**config.mk**
```make
export PLATFORM = sky130hd
export DESIGN_NAME = lslf_ctrl
export DESIGN_NICKNAME = d
export VERILOG_FILES = /design/src/rtl/lslf_pkg.sv /design/src/rtl/lslf_ctrl.sv
export SDC_FILE = /design/constraint.sdc
export NUM_CORES = 1
export LEC_CHECK = 0
export BUFFER_PORTS_ARGS = -buffer_cell sky130_fd_sc_hd__buf_2
export CORE_ASPECT_RATIO = 0.8
export CORE_MARGIN = 8
export CORE_UTILIZATION = 37
export CTS_BUF_LIST = sky130_fd_sc_hd__clkbuf_4 sky130_fd_sc_hd__clkbuf_8
export DETAILED_ROUTE_END_ITERATION = 12
export GPL_TIMING_DRIVEN = 0
export PLACE_DENSITY = 0.66
export SLEW_MARGIN = 10
export SYNTH_ARGS = -nofsm -noshare
export SYNTH_HDL_FRONTEND = slang
export SYNTH_SLANG_ARGS = --single-unit
```
**constraint.sdc**
```tcl
create_clock -name i_clk -period 2.3 [get_ports i_clk]
set_clock_uncertainty 0.1 [all_clocks]
set_input_delay 0.46 -clock i_clk [delete_from_list [all_inputs] [get_ports i_clk]]
set_output_delay 0.46 -clock i_clk [all_outputs]
set_load 0.05 [all_outputs]
```
**src/rtl/lslf_pkg.sv**
```systemverilog
`timescale 1ns / 1ps
package lslf_pkg;

    localparam int MAX_SAMPLES = 4096;
    localparam int CNT_W       = $clog2(MAX_SAMPLES + 1);
    localparam int IN_W        = 16;
    localparam int SX_W        = IN_W + CNT_W;
    localparam int SX2_W       = 2 * IN_W - 1 + CNT_W;
    localparam int SXY_W       = 2 * IN_W + CNT_W;

    localparam int OUT_W       = 32;
    localparam int R2_W        = 17;
    localparam int ST_W        = 2;

    localparam int OP_W        = 64;
    localparam int HALF_W      = OP_W / 2;
    localparam int WIDE_W      = 118;
    localparam int QW          = 35;
    localparam int DCNT_W      = 8;

    localparam logic [DCNT_W-1:0] STEPS_FRAC16 = DCNT_W'(WIDE_W + 17);
    localparam logic [DCNT_W-1:0] STEPS_FRAC8  = DCNT_W'(WIDE_W + 9);
    localparam logic [2:0]        MUL_LAST     = 3'd5;

    localparam logic [ST_W-1:0] ST_OK     = 2'd0;
    localparam logic [ST_W-1:0] ST_XCONST = 2'd1;
    localparam logic [ST_W-1:0] ST_YCONST = 2'd2;
    localparam logic [ST_W-1:0] ST_OVER   = 2'd3;

    typedef enum logic [3:0] {
        P_NSX2, P_SXSX, P_NSY2, P_SYSY, P_NSXY, P_SXSY, P_SYSX2, P_SXSXY, P_MM, P_DD
    } t_prod;

    typedef enum logic [1:0] {
        D_SLOPE, D_ICPT, D_R2
    } t_dsel;

    typedef struct packed {
        logic       acc_en;
        logic       fit_start;
        logic       clear;
        logic       mul_en;
        logic [2:0] mul_step;
        t_prod      prod;
        logic       commit;
        logic       div_start;
        logic       div_store;
        t_dsel      dsel;
    } t_cmd;

    typedef struct packed {
        logic dxx_bad;
        logic dyy_bad;
        logic div_busy;
    } t_stat;

endpackage

```
**src/rtl/lslf_ctrl.sv**
```systemverilog
`timescale 1ns / 1ps
module lslf_ctrl (
    input  logic           i_clk,
    input  logic           i_rst_n,
    input  logic           start,
    input  logic           i_last,
    input  lslf_pkg::t_stat i_stat,
    output logic           busy,
    output logic           o_valid,
    output lslf_pkg::t_cmd o_cmd
);
    import lslf_pkg::*;

    typedef enum logic [6:0] {
        S_IDLE   = 7'b0000001,
        S_MUL    = 7'b0000010,
        S_COMMIT = 7'b0000100,
        S_CHECK  = 7'b0001000,
        S_DIV    = 7'b0010000,
        S_DSTORE = 7'b0100000,
        S_OUT    = 7'b1000000
    } t_state;

    t_state     r_state, n_state;
    logic [2:0] r_step, n_step;
    t_prod      r_prod, n_prod;
    t_dsel      r_dsel, n_dsel;

    always_comb begin
        n_state = r_state;
        n_step  = r_step;
        n_prod  = r_prod;
        n_dsel  = r_dsel;
        o_cmd          = '0;
        o_cmd.prod     = r_prod;
        o_cmd.dsel     = r_dsel;
        o_cmd.mul_step = r_step;
        unique case (r_state)
            S_IDLE: begin
                if (start) begin
                    o_cmd.acc_en = 1'b1;
                    if (i_last) begin
                        o_cmd.fit_start = 1'b1;
                        n_prod  = P_NSX2;
                        n_step  = 3'd0;
                        n_state = S_MUL;
                    end
                end
            end
            S_MUL: begin
                o_cmd.mul_en = 1'b1;
                if (r_step == MUL_LAST) begin
                    n_state = S_COMMIT;
                end else begin
                    n_step = r_step + 3'd1;
                end
            end
            S_COMMIT: begin
                o_cmd.commit = 1'b1;
                n_step = 3'd0;
                case (r_prod)
                    P_SXSXY: begin
                        n_dsel  = D_SLOPE;
                        n_state = S_CHECK;
                    end
                    // divider starts once the product is in its register
                    P_DD: begin
                        n_dsel  = D_R2;
                        n_state = S_CHECK;
                    end
                    default: begin
                        n_prod  = t_prod'(4'(r_prod) + 4'd1);
                        n_state = S_MUL;
                    end
                endcase
            end
            S_CHECK: begin
                if (i_stat.dxx_bad) begin
                    n_state = S_OUT;
                end else begin
                    o_cmd.div_start = 1'b1;
                    n_state = S_DIV;
                end
            end
            S_DIV: begin
                if (!i_stat.div_busy) begin
                    n_state = S_DSTORE;
                end
            end
            S_DSTORE: begin
                o_cmd.div_store = 1'b1;
                case (r_dsel)
                    D_SLOPE: begin
                        n_dsel  = D_ICPT;
                        n_state = S_CHECK;
                    end
                    D_ICPT: begin
                        if (i_stat.dyy_bad) begin
                            n_state = S_OUT;
                        end else begin
                            n_prod  = P_MM;
                            n_step  = 3'd0;
                            n_state = S_MUL;
                        end
                    end
                    default: n_state = S_OUT;
                endcase
            end
            S_OUT: begin
                o_cmd.clear = 1'b1;
                n_state = S_IDLE;
            end
            default: n_state = S_IDLE;
        endcase
    end

    assign busy    = (r_state != S_IDLE);
    assign o_valid = (r_state == S_OUT);

    always_ff @(posedge i_clk) begin
        if (!i_rst_n) begin
            r_state <= S_IDLE;
            r_step  <= 3'd0;
            r_prod  <= P_NSX2;
            r_dsel  <= D_SLOPE;
        end else begin
            r_state <= n_state;
            r_step  <= n_step;
            r_prod  <= n_prod;
            r_dsel  <= n_dsel;
        end
    end

endmodule

```
==> flow_summary.yaml, run 1 <==
min_path:
  hp-class: "register to register"
sta:
  rsz0062_at_grt: "true"
  layout_worst_path_cycle_share: 0.971
  drv_slew: 0
  timing.fmax_mhz: 448
  relSlewSlack: 0.668
  finalHoldViolCount: 0
  period_needed_ns: 2.23
  worst_pin_slew_ns: 0.495
  setup_violations: 0
  setup_total_negative_slack_ns: 0
floorplan:
  die_x_um: 75.3
  row_count: 17
  core_region_area_um2: 2720
  die_y_um: 63.5
  start_util: 0.383
  die-area_um2: 4780
  ios: 25
drt:
  drtAntennaViolNets: 0
  first_pass_iters: 4
  vias: 1004
  wirelength_mm: 2.66
  drtIter0Drc: 29
  routed_via_density: 5.20
  wl_per_cell_um: 13.8
  drc: 0
placed_design:
  gp_congestion: 0.845
  place_area_um2: 1220
  port_buffers: 24
  dp_hpwl_mm: 1.87
critical_path:
  slowest_stage: "dfxtp_1"
  crit_chain: "buf_4 > nor4_2 > nand2b_1 > nor3_2 > clkbuf_4"
  worstPathArrival_ns: 1.67
  cp_max_fo: 10
  start_kind: "register"
  required_ns: 1.74
  critPathMaxStageDelay_ns: 0.32
  worstSetupPathType: "register to primary output"
  critPathCaptureType: "primary output"
  crit_family: "simple AND/OR/NAND/NOR gates"
  cp.buffers_inverters: 2
synth:
  synth_area_leaders: "dfxtp_1 31%, ha_1 4.8%, nor4b_1 4.2%"
  synth_nets: 137
  synth_most_common_cell: "dfxtp_1"
  yosysWarnings: 0
  ys_seq_area_frac: 0.307
  netlist_area_um2: 1040
  post_synth.cell_area_avg_um2: 8.27
  synth-edff-count: 0
  yosysTopAreaCellShare: 0.307
  netlist_instances: 126
  yosysTopAreaCell: "dfxtp_1"
  synth_common_cells: "16 x dfxtp_1, 9 x nand2_1, 9 x nor2_1"
  ys_types: 44
  synthFlopType: "dfxtp_1"
  async_flop_share: 0
  synth-seq-cells: 16
cts:
  h-tree-depth: 1
  cts_buffers: 3
  cts_root_buf: "clkbuf_4"
  ctsHoldBuffers: 0
  path_clk_slew_ns: 0.09
  worstSkewPairLatency_ns: 0.28
  clkSinkCount: 16
  cts_buffer_depth: 2
  cts_tree: "done"
cells_and_area:
  design_area_um2: 1340
  drive_gt1_frac: 0.323
  layout.nets: 168
  antenna_cells: 0
  area_growth_pct: 28.2
  utilization: 0.491
grt:
  antenna_found_initial: 0
  grt_pass1_wl_mm: 4.40
  grt_pass1_vias: 1019
  grt_max_degree: 11
  grt.total_usage: 0.116
  overflow: 0
power:
  power.static_leakage_nw: 0.599
  peakVddDrop_uv: 237
  power.density_nw_per_um2: 547
status:
  outcome: "completed"
run:
  maxCapViolCount: 0
registers in the layout, summed over array words and instances, names as in the netlist:
signal   flops
r_state      7
r_step       3
r_prod       4
r_dsel       2
path summary, 6_finish.rpt:
check | startpoint | endpoint | slack (ns) | cells past startpoint
setup reg to reg | r_state[2] | r_prod[2] | 0.29 | 6
setup / recovery | r_state[0] | o_cmd[3] | 0.07 | 5
hold reg to reg | r_step[2] | r_state[2] | 0.40 | 2
hold / removal | r_step[2] | r_state[2] | 0.40 | 2
per-stage QoR:
step | power, mW | setup slack, ns | std cells | hold slack [ns]
2_1_floorplan | 0.500 | -0.272 | 126 | 0.446
3_3_place_gp | 0.549 | -0.0249 | 188 | 0.380
3_5_place_dp | 0.553 | -0.0326 | 188 | 0.387
4_1_cts | 0.713 | -0.00799 | 191 | 0.405
5_1_grt | 0.778 | -0.0320 | 193 | 0.400
6_report | 0.731 | 0.0664 | 193 | 0.398
worst register-to-register path: stages, from the launching register on:
cell	delay, ns
dfxtp_1	0.33
buf_6	0.16
or3b_4	0.41
a311oi_2	0.27
o31ai_2	0.17
or3_1	0.37
a21boi_1	0.13
where the power goes:
group          total [mW]  internal [mW]  switching [mW]
registers           0.292          0.287         0.00495
clock network       0.149         0.0609          0.0882
logic               0.290          0.106           0.184
total               0.731          0.454           0.277
kinds of logic (layout without fill, tap and decap cells):
group,after synthesis,in the layout,synth area share
compound gates,28,28,0.194
xor+xnor,1,1,0.00840
fa+ha+maj,4,4,0.0480
buf+inv,15,44,0.0900
flops,16,16,0.307
mux,1,1,0.00960
simple gates,61,61,0.342
metal layers:
layer,global-route usage,part of all wire
met5,0,0
met1,0.132,0.44
met4,0.0885,0.038
met2,0.183,0.47
met3,0.0253,0.048
cell usage in the layout (no fill, tap or decap), types with 3 or more instances in the layout:
cell type / instances
ha_1: 4
nor2b_1: 3
buf_6: 3
nand2b_1: 5
nor2_1: 7
dfxtp_1: 16
and2_1: 3
clkbuf_4: 7
inv_1: 7
buf_4: 5
nand3_1: 6
buf_2: 20
and3_1: 6
a21oi_1: 4
o21ai_0: 6
nor4b_4: 3
nand2_1: 9
nor3_1: 3
timing repair:
action                                  4_1_cts  5_1_grt
resized for setup                             7        9
endpoints found under the setup margin        7        8
endpoints found under the hold margin         0        0
pin swaps                                     0        1
setup buffers                                 0        2
final cells by class:
class,instances,area (µm²)
buffer,8,67.6
clock buffer,3,22.5
fill,281,1390
inverter,7,26.3
multi-input combinational,95,701
sequential,16,320
tap,38,47.5
timing repair buffer,26,151
Power figures use the tool's default switching activity.
==> inputs of run 2 (changes only) <==
Settings changed: CORE_UTILIZATION 37 to 45, PLACE_DENSITY 0.66 to 0.76.
==> flow_summary.yaml, run 2 (synthesis gave the netlist of run 1 again) <==
grt:
  overflow: 0
  antenna_found_initial: 0
  grt_pass1_vias: 977
  grt_pass1_wl_mm: 4.42
  grt.total_usage: 0.127
  grt_max_degree: 11
min_path:
  min_path_cells: 2
  hp-class: "register to register"
sta:
  rsz0062_at_grt: "true"
  drv_slew: 0
  timing.fmax_mhz: 450
  setup_violations: 0
  setup_total_negative_slack_ns: 0
  period_needed_ns: 2.22
  hold_ws_ns: 0.395
  setup_ws_ns: 0.0768
  finalHoldViolCount: 0
  layout_worst_path_cycle_share: 0.967
  worst_pin_slew_ns: 0.538
  relSlewSlack: 0.639
floorplan:
  die-area_um2: 4120
  die_x_um: 69.8
  row_count: 15
  core_region_area_um2: 2180
  ios: 25
  start_util: 0.479
  die_y_um: 59.0
critical_path:
  cp_max_fo: 10
  r2r.worst_path.cells: 5
  crit_chain: "buf_4 > or4b_4 > nor2_4 > buf_6"
  start_kind: "register"
  critPathMaxStageDelay_ns: 0.57
  worstPathArrival_ns: 1.66
  cp.buffers_inverters: 2
  critPathCaptureType: "primary output"
  path_depth: 4
  worstSetupPathType: "register to primary output"
  crit_family: "simple AND/OR/NAND/NOR gates"
  required_ns: 1.74
  slowest_stage: "or4b_4"
drt:
  drtIter0Drc: 25
  drtAntennaViolNets: 0
  vias: 988
  wirelength_mm: 2.54
  wl_per_cell_um: 14.1
  drc: 0
  first_pass_iters: 4
  routed_via_density: 5.49
placed_design:
  place_area_um2: 1200
  place_inst: 175
  dp_hpwl_mm: 1.82
  gp_congestion: 0.809
  port_buffers: 24
  pre_cts_slack_ns: 0.00811
cells_and_area:
  layout_commonest_cell: "buf_2"
  fillers: 195
  utilization: 0.612
  layout.nets: 167
  reg.largest.list: "r_state: 7 flops, r_prod: 4 flops, r_step: 3 flops"
  final_cell_mix: "22 x buf_2, 16 x dfxtp_1, 8 x nand2_1"
  largest_register_ffs: 7
  drive_gt1_frac: 0.329
  final_cells: 180
  antenna_cells: 0
  top_register: "r_state"
  design_area_um2: 1330
  area_growth_pct: 27.9
cts:
  cts_root_buf: "clkbuf_4"
  h-tree-depth: 1
  cts_buffers: 3
  clkSinkCount: 16
  path_clk_slew_ns: 0.10
  worstSkewPairLatency_ns: 0.29
  cts_buffer_depth: 2
  ctsHoldBuffers: 0
  cts_tree: "done"
power:
  peakVddDrop_uv: 446
  power.static_leakage_nw: 0.604
  power.density_nw_per_um2: 586
  power_mw: 0.780
run:
  maxCapViolCount: 0
status:
  outcome: "completed"
-- run 2: cell count changes in the layout (fill, tap and decap cells not counted), sizes merged --
cell / change
buf: +3
clkbuf: -3
-- run 2: worst register-to-register path: cells and delay by family (launching register included) --
kind | cells | cell delay, ns
and+or+nand+nor | 2 | 0.88
DFF | 1 | 0.40
AOI/OAI and AO/OA | 3 | 0.65
-- run 2: final timing paths --
check,from,endpoint,slack [ns]
setup / recovery,r_state[0],o_cmd[4],0.08
setup reg to reg,r_state[4],r_prod[2],0.21
hold / removal,r_step[2],r_state[2],0.40
hold reg to reg,r_step[2],r_state[2],0.40
-- run 2: per-layer routing --
metal | global-route usage | vias to the layer above | part of all wire
li1 | - | 509 | -
met1 | 0.153 | 456 | 0.49
met2 | 0.216 | 21 | 0.45
met3 | 0.0486 | 2 | 0.055
met4 | 0.0171 | 0 | 0.0051
met5 | 0 | - | 0
-- run 2: layout make-up --
type                    count  area [µm²]  share of cell area
plain buffers               8        67.6              0.0507
clock buffers               4        36.3              0.0272
inverters                   7        26.3              0.0197
multi-input cells          95         708               0.531
flip-flops and latches     16         320               0.240
well taps                  25        31.3              0.0235
repair buffers             25         143               0.107
-- run 2: what timing repair did --
action	CTS	global route
cloned	0	0
setup buffers	0	1
setup endpoints to repair	8	6
gates resized for setup	8	10
pin swaps	0	1
-- run 2: report_power, final --
group,switching (mW),total (mW),internal [mW],leakage (nW)
Sequential,0.00529,0.292,0.287,0.129
Clock,0.0980,0.195,0.0965,0.0210
Combinational,0.184,0.293,0.109,0.453
Total,0.288,0.780,0.493,0.604
